### config.mk
export PLATFORM = sky130hd
export DESIGN_NAME = riff_wave_pcm16_parser_unit
export DESIGN_NICKNAME = d
export VERILOG_FILES = /design/src/rtl/rwp_pkg.sv /design/src/rtl/riff_wave_pcm16_parser_unit.sv
export VERILOG_INCLUDE_DIRS = /design/src /design/src/rtl
export SDC_FILE = /design/constraint.sdc
export NUM_CORES = 1
export LEC_CHECK = 0
export BUFFER_PORTS_ARGS = -buffer_cell sky130_fd_sc_hd__buf_2
export CAP_MARGIN = 10
export CORE_UTILIZATION = 65
export CTS_CLUSTER_SIZE = 12
export DETAILED_ROUTE_END_ITERATION = 8
export PLACE_DENSITY_LB_ADDON = 0.15
export SLEW_MARGIN = 20
export SYNTH_ARGS = -nofsm -noshare
export SYNTH_HDL_FRONTEND = slang
export SYNTH_SLANG_ARGS = --single-unit
### constraint.sdc
create_clock -name clk -period 21.5 [get_ports clk]
set_input_delay 4.3 -clock clk [delete_from_list [all_inputs] [get_ports clk]]
set_output_delay 4.3 -clock clk [all_outputs]
set_load 0.01 [all_outputs]
### src/rtl/assert_macros.svh
// ----------------------------------------------------------------------------
// Assertion macros
// Shared concurrent assertion shorthands, clocked on clk and muted during reset.
// ----------------------------------------------------------------------------
`ifndef ASSERT_MACROS_SVH
`define ASSERT_MACROS_SVH

// Same-cycle implication.
`define ASSERT_SAME(label, ante, cons) \
  label: assert property (@(posedge clk) disable iff (!rst_n) (ante) |-> (cons)) \
    else $error("same-cycle assertion failed");

// Next-cycle implication.
`define ASSERT_NEXT(label, ante, cons) \
  label: assert property (@(posedge clk) disable iff (!rst_n) (ante) |=> (cons)) \
    else $error("next-cycle assertion failed");

`endif

### src/rtl/rwp_pkg.sv
// ----------------------------------------------------------------------------
// rwp_pkg
// Constants and codes shared by the RIFF/WAVE PCM16 parser.
// ----------------------------------------------------------------------------
`default_nettype none

package rwp_pkg;

  localparam int unsigned BYTE_W = 8;
  localparam int unsigned WORD_W = 32;
  localparam int unsigned HALF_W = 16;
  localparam int unsigned SPC_W  = 31;
  localparam int unsigned KIND_W = 2;
  localparam int unsigned ERR_W  = 3;

  localparam logic [WORD_W-1:0] TAG_RIFF = 32'h46464952;
  localparam logic [WORD_W-1:0] TAG_WAVE = 32'h45564157;
  localparam logic [WORD_W-1:0] TAG_FMT  = 32'h20746D66;
  localparam logic [WORD_W-1:0] TAG_DATA = 32'h61746164;

  localparam logic [HALF_W-1:0] PCM_FORMAT = 16'd1;
  localparam logic [HALF_W-1:0] PCM_BITS   = 16'd16;

  // Result kinds.
  localparam logic [KIND_W-1:0] KIND_SAMPLE = 2'd0;
  localparam logic [KIND_W-1:0] KIND_FORMAT = 2'd1;
  localparam logic [KIND_W-1:0] KIND_ERROR  = 2'd2;

  // Error codes.
  localparam logic [ERR_W-1:0] ERR_BAD_RIFF  = 3'd0;
  localparam logic [ERR_W-1:0] ERR_BAD_WAVE  = 3'd1;
  localparam logic [ERR_W-1:0] ERR_NOT_PCM   = 3'd2;
  localparam logic [ERR_W-1:0] ERR_NOT_16BIT = 3'd3;
  localparam logic [ERR_W-1:0] ERR_NO_FMT    = 3'd4;
  localparam logic [ERR_W-1:0] ERR_ZERO_CH   = 3'd5;
  localparam logic [ERR_W-1:0] ERR_NONE      = 3'd0;

  // fmt chunk field steps (byte index of the last byte of each field).
  localparam logic [3:0] FMT_STEP_FORMAT = 4'd1;
  localparam logic [3:0] FMT_STEP_CHAN   = 4'd3;
  localparam logic [3:0] FMT_STEP_RATE   = 4'd7;
  localparam logic [3:0] FMT_STEP_BITS   = 4'd15;

endpackage

`default_nettype wire

### src/rtl/riff_wave_pcm16_parser_unit.sv
// ----------------------------------------------------------------------------
// riff_wave_pcm16_parser_unit
// Streaming RIFF/WAVE header walker that emits format info and PCM16 samples.
// ----------------------------------------------------------------------------
// Usage:
//   The input channel takes one file byte per item (in_data_byte), with
//   in_first_byte set on the first byte of each new file, which restarts the
//   parser. The result channel gives at most one item per input item: a
//   sample, the format info at the start of the data chunk, or an error.
//   out_last flags the final item of a file; later bytes are swallowed until
//   the next in_first_byte.
// Sequencing:
//   An ordinary byte's result (if any) is visible in the output register
//   the cycle after it is accepted. The byte that ends the data chunk
//   header starts a restoring divider that computes the samples per
//   channel one quotient bit per cycle; no new byte is taken until the
//   format item is loaded into the output register, as in_ready stays low.
// Stalls and reset:
//   The output register frees the input side: a new byte is taken while a
//   result is being taken in the same cycle. If a result is still waiting
//   and out_ready is low, in_ready drops. Synchronous reset puts the parser
//   back to waiting for the RIFF tag and empties the output register.
// ----------------------------------------------------------------------------
`default_nettype none

`include "assert_macros.svh"

module riff_wave_pcm16_parser_unit (
  input  wire logic                                clk,
  input  wire logic                                rst_n,
  input  wire logic                                in_valid,
  output logic                                     in_ready,
  input  wire logic [rwp_pkg::BYTE_W-1:0]          in_data_byte,
  input  wire logic                                in_first_byte,
  output logic                                     out_valid,
  input  wire logic                                out_ready,
  output logic [rwp_pkg::KIND_W-1:0]               out_kind,
  output logic signed [rwp_pkg::HALF_W-1:0]        out_sample_value,
  output logic [rwp_pkg::HALF_W-1:0]               out_channel_count,
  output logic [rwp_pkg::WORD_W-1:0]               out_sample_rate,
  output logic [rwp_pkg::SPC_W-1:0]                out_samples_per_channel,
  output logic [rwp_pkg::ERR_W-1:0]                out_error_code,
  output logic                                     out_last
);

  import rwp_pkg::*;

  typedef enum logic [3:0] {
    PH_RIFF, PH_RSIZE, PH_WAVE, PH_CID, PH_CSIZE,
    PH_FMT, PH_SKIP, PH_DATA, PH_DONE, PH_HALT
  } parse_phase_t;

  typedef enum logic [1:0] {
    ST_IDLE, ST_DIV, ST_EMIT
  } seq_state_t;

  localparam int unsigned CNT_W = $clog2(SPC_W);
  localparam logic [CNT_W-1:0] DIV_LAST_BIT = CNT_W'(SPC_W - 1);

  // Parser state.
  parse_phase_t      phase_r, phase_nxt;
  logic [1:0]        biw_r, biw_nxt;
  logic [WORD_W-1:0] word_r, word_nxt;
  logic [WORD_W-1:0] tag_r, tag_nxt;
  logic [WORD_W-1:0] left_r, left_nxt;
  logic [3:0]        fstep_r, fstep_nxt;
  logic [HALF_W-1:0] kch_r, kch_nxt;
  logic [WORD_W-1:0] krate_r, krate_nxt;
  logic              fseen_r, fseen_nxt;
  logic [BYTE_W-1:0] lowb_r, lowb_nxt;

  // Sequencer and the restoring divider.
  seq_state_t        seq_r;
  logic [SPC_W-1:0]  quo_r;
  logic [HALF_W:0]   rem_r;
  logic [HALF_W-1:0] dvs_r;
  logic [CNT_W-1:0]  cnt_r;
  logic [HALF_W:0]   rem_sh;
  logic              div_ge;

  // Output register.
  logic                     out_valid_r;
  logic [KIND_W-1:0]        out_kind_r;
  logic signed [HALF_W-1:0] out_smp_r;
  logic [HALF_W-1:0]        out_ch_r;
  logic [WORD_W-1:0]        out_rate_r;
  logic [SPC_W-1:0]         out_spc_r;
  logic [ERR_W-1:0]         out_err_r;
  logic                     out_last_r;

  // Result of the byte being accepted.
  logic              res_v;
  logic [KIND_W-1:0] res_kind;
  logic [HALF_W-1:0] res_smp;
  logic [HALF_W-1:0] res_ch;
  logic [WORD_W-1:0] res_rate;
  logic [ERR_W-1:0]  res_err;
  logic              res_last;
  logic              div_go;
  logic [SPC_W-1:0]  div_n;

  logic accept;
  logic slot_free;
  logic load_acc;
  logic load_div;

  assign slot_free = !out_valid_r || out_ready;
  assign in_ready  = (seq_r == ST_IDLE) && slot_free;
  assign accept    = in_valid && in_ready;
  assign load_acc  = accept && res_v && !div_go;
  assign load_div  = (seq_r == ST_EMIT) && slot_free;

  // Next parser state for the byte on the input channel.
  always_comb begin
    logic [HALF_W-1:0] half;
    logic [SPC_W-1:0]  n;
    logic [3:0]        s;
    logic              full;
    if (in_first_byte) begin
      phase_nxt = PH_RIFF;
      biw_nxt   = '0;
      word_nxt  = '0;
      tag_nxt   = '0;
      left_nxt  = '0;
      fstep_nxt = '0;
      kch_nxt   = '0;
      krate_nxt = '0;
      fseen_nxt = 1'b0;
      lowb_nxt  = '0;
    end else begin
      phase_nxt = phase_r;
      biw_nxt   = biw_r;
      word_nxt  = word_r;
      tag_nxt   = tag_r;
      left_nxt  = left_r;
      fstep_nxt = fstep_r;
      kch_nxt   = kch_r;
      krate_nxt = krate_r;
      fseen_nxt = fseen_r;
      lowb_nxt  = lowb_r;
    end
    res_v    = 1'b0;
    res_kind = KIND_SAMPLE;
    res_smp  = '0;
    res_ch   = '0;
    res_rate = '0;
    res_err  = ERR_NONE;
    res_last = 1'b0;
    div_go   = 1'b0;
    div_n    = '0;
    half     = '0;
    n        = '0;
    s        = fstep_nxt;
    full     = 1'b0;

    if (phase_nxt != PH_DONE && phase_nxt != PH_HALT) begin
      word_nxt = {in_data_byte, word_nxt[WORD_W-1:BYTE_W]};
      half     = word_nxt[WORD_W-1:HALF_W];
      unique case (phase_nxt)
        PH_RIFF, PH_RSIZE, PH_WAVE, PH_CID, PH_CSIZE: begin
          full    = (biw_nxt == 2'd3);
          biw_nxt = biw_nxt + 2'd1;
          if (full) begin
            unique case (phase_nxt)
              PH_RIFF: begin
                if (word_nxt != TAG_RIFF) begin
                  phase_nxt = PH_HALT;
                  res_v     = 1'b1;
                  res_kind  = KIND_ERROR;
                  res_err   = ERR_BAD_RIFF;
                  res_last  = 1'b1;
                end else begin
                  phase_nxt = PH_RSIZE;
                end
              end
              PH_RSIZE: phase_nxt = PH_WAVE;
              PH_WAVE: begin
                if (word_nxt != TAG_WAVE) begin
                  phase_nxt = PH_HALT;
                  res_v     = 1'b1;
                  res_kind  = KIND_ERROR;
                  res_err   = ERR_BAD_WAVE;
                  res_last  = 1'b1;
                end else begin
                  phase_nxt = PH_CID;
                end
              end
              PH_CID: begin
                tag_nxt   = word_nxt;
                phase_nxt = PH_CSIZE;
              end
              default: begin
                // End of a chunk size word.
                if (tag_nxt == TAG_FMT) begin
                  left_nxt  = word_nxt;
                  fstep_nxt = '0;
                  phase_nxt = PH_FMT;
                end else if (tag_nxt == TAG_DATA) begin
                  n = word_nxt[WORD_W-1:1];
                  if (!fseen_nxt) begin
                    phase_nxt = PH_HALT;
                    res_v     = 1'b1;
                    res_kind  = KIND_ERROR;
                    res_err   = ERR_NO_FMT;
                    res_last  = 1'b1;
                  end else if (kch_nxt == '0) begin
                    phase_nxt = PH_HALT;
                    res_v     = 1'b1;
                    res_kind  = KIND_ERROR;
                    res_err   = ERR_ZERO_CH;
                    res_last  = 1'b1;
                  end else if (n == '0) begin
                    phase_nxt = PH_DONE;
                    res_v     = 1'b1;
                    res_kind  = KIND_FORMAT;
                    res_ch    = kch_nxt;
                    res_rate  = krate_nxt;
                    res_last  = 1'b1;
                  end else begin
                    left_nxt  = {1'b0, n};
                    biw_nxt   = '0;
                    phase_nxt = PH_DATA;
                    res_v     = 1'b1;
                    div_go    = 1'b1;
                    div_n     = n;
                  end
                end else if (word_nxt == '0) begin
                  phase_nxt = PH_CID;
                end else begin
                  left_nxt  = word_nxt;
                  phase_nxt = PH_SKIP;
                end
              end
            endcase
          end
        end
        PH_FMT: begin
          if (left_nxt != '0) begin
            left_nxt = left_nxt - 1'b1;
          end
          fstep_nxt = s + 4'd1;
          if (s == FMT_STEP_FORMAT) begin
            if (half != PCM_FORMAT) begin
              phase_nxt = PH_HALT;
              res_v     = 1'b1;
              res_kind  = KIND_ERROR;
              res_err   = ERR_NOT_PCM;
              res_last  = 1'b1;
            end
          end else if (s == FMT_STEP_CHAN) begin
            kch_nxt = half;
          end else if (s == FMT_STEP_RATE) begin
            krate_nxt = word_nxt;
          end else if (s == FMT_STEP_BITS) begin
            if (half != PCM_BITS) begin
              phase_nxt = PH_HALT;
              res_v     = 1'b1;
              res_kind  = KIND_ERROR;
              res_err   = ERR_NOT_16BIT;
              res_last  = 1'b1;
            end else begin
              fseen_nxt = 1'b1;
              phase_nxt = (left_nxt != '0) ? PH_SKIP : PH_CID;
            end
          end
        end
        PH_SKIP: begin
          if (left_nxt != '0) begin
            left_nxt = left_nxt - 1'b1;
          end
          if (left_nxt == '0) begin
            phase_nxt = PH_CID;
          end
        end
        PH_DATA: begin
          if (biw_nxt == 2'd0) begin
            lowb_nxt = in_data_byte;
            biw_nxt  = 2'd1;
          end else begin
            biw_nxt = 2'd0;
            if (left_nxt != '0) begin
              left_nxt = left_nxt - 1'b1;
            end
            res_v    = 1'b1;
            res_kind = KIND_SAMPLE;
            res_smp  = {in_data_byte, lowb_nxt};
            res_last = (left_nxt == '0);
            if (left_nxt == '0) begin
              phase_nxt = PH_DONE;
            end
          end
        end
        default: phase_nxt = PH_HALT;
      endcase
    end
  end

  // One restoring division step: shift in a dividend bit, compare, subtract.
  assign rem_sh = {rem_r[HALF_W-1:0], quo_r[SPC_W-1]};
  assign div_ge = (rem_sh >= {1'b0, dvs_r});

  always_ff @(posedge clk) begin
    if (!rst_n) begin
      phase_r     <= PH_RIFF;
      biw_r       <= '0;
      word_r      <= '0;
      tag_r       <= '0;
      left_r      <= '0;
      fstep_r     <= '0;
      kch_r       <= '0;
      krate_r     <= '0;
      fseen_r     <= 1'b0;
      lowb_r      <= '0;
      seq_r       <= ST_IDLE;
      cnt_r       <= '0;
      out_valid_r <= 1'b0;
    end else begin
      if (accept) begin
        phase_r <= phase_nxt;
        biw_r   <= biw_nxt;
        word_r  <= word_nxt;
        tag_r   <= tag_nxt;
        left_r  <= left_nxt;
        fstep_r <= fstep_nxt;
        kch_r   <= kch_nxt;
        krate_r <= krate_nxt;
        fseen_r <= fseen_nxt;
        lowb_r  <= lowb_nxt;
      end

      unique case (seq_r)
        ST_IDLE: begin
          if (accept && div_go) begin
            quo_r <= div_n;
            rem_r <= '0;
            dvs_r <= kch_nxt;
            cnt_r <= DIV_LAST_BIT;
            seq_r <= ST_DIV;
          end
        end
        ST_DIV: begin
          rem_r <= div_ge ? (rem_sh - {1'b0, dvs_r}) : rem_sh;
          quo_r <= {quo_r[SPC_W-2:0], div_ge};
          cnt_r <= cnt_r - 1'b1;
          if (cnt_r == '0) begin
            seq_r <= ST_EMIT;
          end
        end
        ST_EMIT: begin
          if (slot_free) begin
            seq_r <= ST_IDLE;
          end
        end
        default: seq_r <= ST_IDLE;
      endcase

      if (out_valid_r && out_ready) begin
        out_valid_r <= 1'b0;
      end
      if (load_acc) begin
        out_valid_r <= 1'b1;
        out_kind_r  <= res_kind;
        out_smp_r   <= res_smp;
        out_ch_r    <= res_ch;
        out_rate_r  <= res_rate;
        out_spc_r   <= '0;
        out_err_r   <= res_err;
        out_last_r  <= res_last;
      end else if (load_div) begin
        // Format item of a non-empty data chunk.
        out_valid_r <= 1'b1;
        out_kind_r  <= KIND_FORMAT;
        out_smp_r   <= '0;
        out_ch_r    <= kch_r;
        out_rate_r  <= krate_r;
        out_spc_r   <= quo_r;
        out_err_r   <= ERR_NONE;
        out_last_r  <= 1'b0;
      end
    end
  end

  assign out_valid               = out_valid_r;
  assign out_kind                = out_kind_r;
  assign out_sample_value        = out_smp_r;
  assign out_channel_count       = out_ch_r;
  assign out_sample_rate         = out_rate_r;
  assign out_samples_per_channel = out_spc_r;
  assign out_error_code          = out_err_r;
  assign out_last                = out_last_r;

  // The input side is closed while the divider owns the block.
  `ASSERT_SAME(a_busy_not_ready, seq_r != ST_IDLE, !in_ready)
  // A data chunk header with samples always starts the divider.
  `ASSERT_NEXT(a_div_start, accept && div_go, seq_r == ST_DIV)
  // The partial remainder stays below the divisor.
  `ASSERT_SAME(a_rem_bound, seq_r == ST_DIV, rem_r < {1'b0, dvs_r})
  // Leaving the divider loads a format item that is not the last one.
  `ASSERT_NEXT(a_emit_format, load_div,
    out_valid && out_kind == KIND_FORMAT && !out_last)

endmodule

`default_nettype wire
==> qor.csv <==
metric,value,unit
H-tree level count,2,
initial antenna violation count,2,
Root Buffer,clkbuf_16,
sequential area share after synthesis,49.1,%
"count leader, synth",nor2_1,
CP max stage cell,buf_4,
WS Path Type,in2reg,
die area,26300,sq um
Clock Skew,0.0259,ns
clk slew on worst S/H paths,0.05,ns
Setup TNS,0,ns
Gate Count Post-Synth,1834,
Max Clk Rate,106,MHz
die height,162,microns
clock latency on the worst-skew pair,0.53,ns
dpl ws,11.72,ns
number of buffers on the longest clock path,3,
post-synthesis area per instance,9.09,sq um
post-synthesis async set-or-reset flop share,0,%
Total GRT Usage,38.9,%
number of synthesized flops with an enable pin,164,
WL final,51500,microns
Initial Utilization,66.2,%
crit share post-route,44.0,%
"critical path, cell by cell","buf_4, buf_4, inv_1, buf_4, nand2_1, nor2_1, nand2_1, nor4_1, a21oi_2, a31oi_1, nand2_2, a21oi_4, buf_4, buf_4",
Port Buf Inserts,115,
mux contribution to synthesized area,2.05,%
Hold/Removal Path Class,reg2reg,
drt drc,0,
startpoint types,input port,
Filler Cell Count,1793,
Worst-Margin Slew,1.19,ns
Mapped Nets,1872,
Iter 0 DRT Violations,2248,
post-synth top area cell,edfxtp_1,
"Hold Violations, Final",0,
worst-path fanout max,61,
Cell variety after synth,86,
maximum number of pins on one net before global-route repair,83,
CP max stage delay,0.64,ns
final slew viol count,0,
post-synthesis cell area,16700,sq um
share of layout cells above drive strength 1,12.5,%
die width,162,microns
Yosys top cell area share,29.6,%
Final GP Congestion,1.03,
synth top area cells,"edfxtp_1, dfxtp_1, nor2_1",
Util after Layout,73.4,%
ant diodes,0,
WP data required,21.64,ns
Final ANT Viol Nets,0,
Most used DFF post-synth,edfxtp_1,
post-DP HPWL,34700,microns
DRT Pass-1 Iters,6,
first-pass GRT wire length,78800,microns
Power Dens Cells,70.8,nW/um^2
Avg Vias per Cell,6.72,
# IOs,116,
"flops & latches, synth",327,
Peak VDD IR,0.0805,mV
Max-Cap Viols,0,
largest family of logic cells by synthesized area,simple AND/OR/NAND/NOR gates,
final worst slack,12.03,ns
CP arrival,9.61,ns
simple-gate share of the synthesized area,23.3,%
Max-slew headroom,20.3,%
commonest cells in the netlist,"nor2_1, nand2_1, edfxtp_1, dfxtp_1, a21oi_1",
Final setup viols,0,
Final Critical Period,9.47,ns
hold buffers post-CTS,0,
clk sinks,327,
unrepaired setup endpoints after global routing,no,
number of global-route vias before repair,13900,
adder-cell area share of the yosys netlist,1.92,%
Compound-Gate Fraction of Synth Area,18.8,%
CTS resizes,0,
area grow syn2layout,10.9,%
Rows,58,
wire length per cell,23.0,microns
nets@finish,1923,
"most used cell, CP",buf_4,
run status,"complete, no violations",
CTS tree,yes,
CTS buffer count,35,
CP endpoint kind,flop,
XOR/XNOR share of the synthesized area,0.841,%
total global routing overflow,0,
synth warn,0,
Vias,15100,
LEAKAGE,7.11,nW
# Post-CTS Setup Buffers,0,
core area,25200,sq um
routing by layer:
| metal | routed length, microns | up-vias | track usage [%] | part of all wire, % |
|---|---|---|---|---|
| li1 | - | 6739 | - | - |
| met1 | 20000 | 7069 | 52.3 | 39 |
| met2 | 23500 | 1043 | 61.7 | 46 |
| met3 | 5620 | 216 | 6.66 | 11 |
| met4 | 2340 | 0 | 17.2 | 4.5 |
| met5 | 0 | - | 0 | 0 |
state kept, by name, indices dropped and copies added (netlist names), 5 cells and up:
signal,count
out_sample_rate,32
lowb_r,8
word_r,24
krate_r,32
rem_r,16
out_sample_value,16
out_samples_per_channel,31
dvs_r,16
kch_r,16
tag_r,32
cnt_r,5
quo_r,31
left_r,32
out_channel_count,16
where the power goes:
group / leakage (nW) / internal, mW / total (mW) / switching (mW)
Combinational: 3.60 / 0.0247 / 0.0859 / 0.0611
Clock: 0.510 / 0.319 / 0.563 / 0.244
Sequential: 3.00 / 0.652 / 0.659 / 0.00748
worst paths after layout:
path              cells after the start                 end  slack [ns]          start
setup / recovery                     14  out_sample_rate[7]       12.03  in_first_byte
hold / removal                        2            kch_r[8]        0.49       kch_r[8]
setup reg to reg                     10  out_sample_rate[7]       16.34      out_valid
hold reg to reg                       2            kch_r[8]        0.49       kch_r[8]
cells by family (layout without fill, tap and decap cells):
logic type,Yosys count,after routing
fa+ha+maj,25,25
simple gates,793,793
mux,34,34
buf+inv,165,242
flops,327,327
compound gates,474,474
xor+xnor,16,16
cells in the final DEF (no fill, tap or decap), types with 13 or more instances in the layout:
cell       Yosys  layout
mux2i_1       33      33
nand3_1       27      27
a22oi_1       96      96
o22ai_1       16      16
and2_1        50      50
a211oi_1      13      13
a21oi_1      104     103
edfxtp_1     164     164
inv_1         39      39
o21ai_0      101     101
ha_1          24      24
nand2_1      228     228
buf_4          4      24
nor2_1       239     235
dfxtp_1      163     163
nor2b_1       99      98
o221ai_1      14      14
a31oi_1       20      20
nor4_1        23      22
clkbuf_1      95      16
buf_2         18     114
nor3_1        40      39
clkbuf_16      0      36
critical path: cells and delay by family:
family / cells / cell delay, ns
buffers and inverters: 6 / 2.50
AND/OR/NAND/NOR: 5 / 1.72
AO/OA/AOI/OAI: 3 / 0.97
stage by stage:
stage               instance area [sq um]  hold slack, ns  power, mW  cells
global placement                    17400           0.469      0.754   2177
finish                              18500           0.488       1.31   2241
detailed placement                  17400           0.473      0.754   2177
global route                        18500           0.516       1.34   2241
CTS                                 18400           0.486       1.31   2240
floorplan                           16700           0.446      0.728   1834
final cells by class:
class                      instances  area (sq um)  area share, %
multi-input combinational       1342          7890           42.7
tap                              330           413           2.23
sequential                       327          8190           44.3
inverter                          40           153          0.826
clock buffer                      54           988           5.35
timing repair buffer             139           778           4.21
clock inverter                     9          65.1          0.352
(Power assumes the default switching activity.)
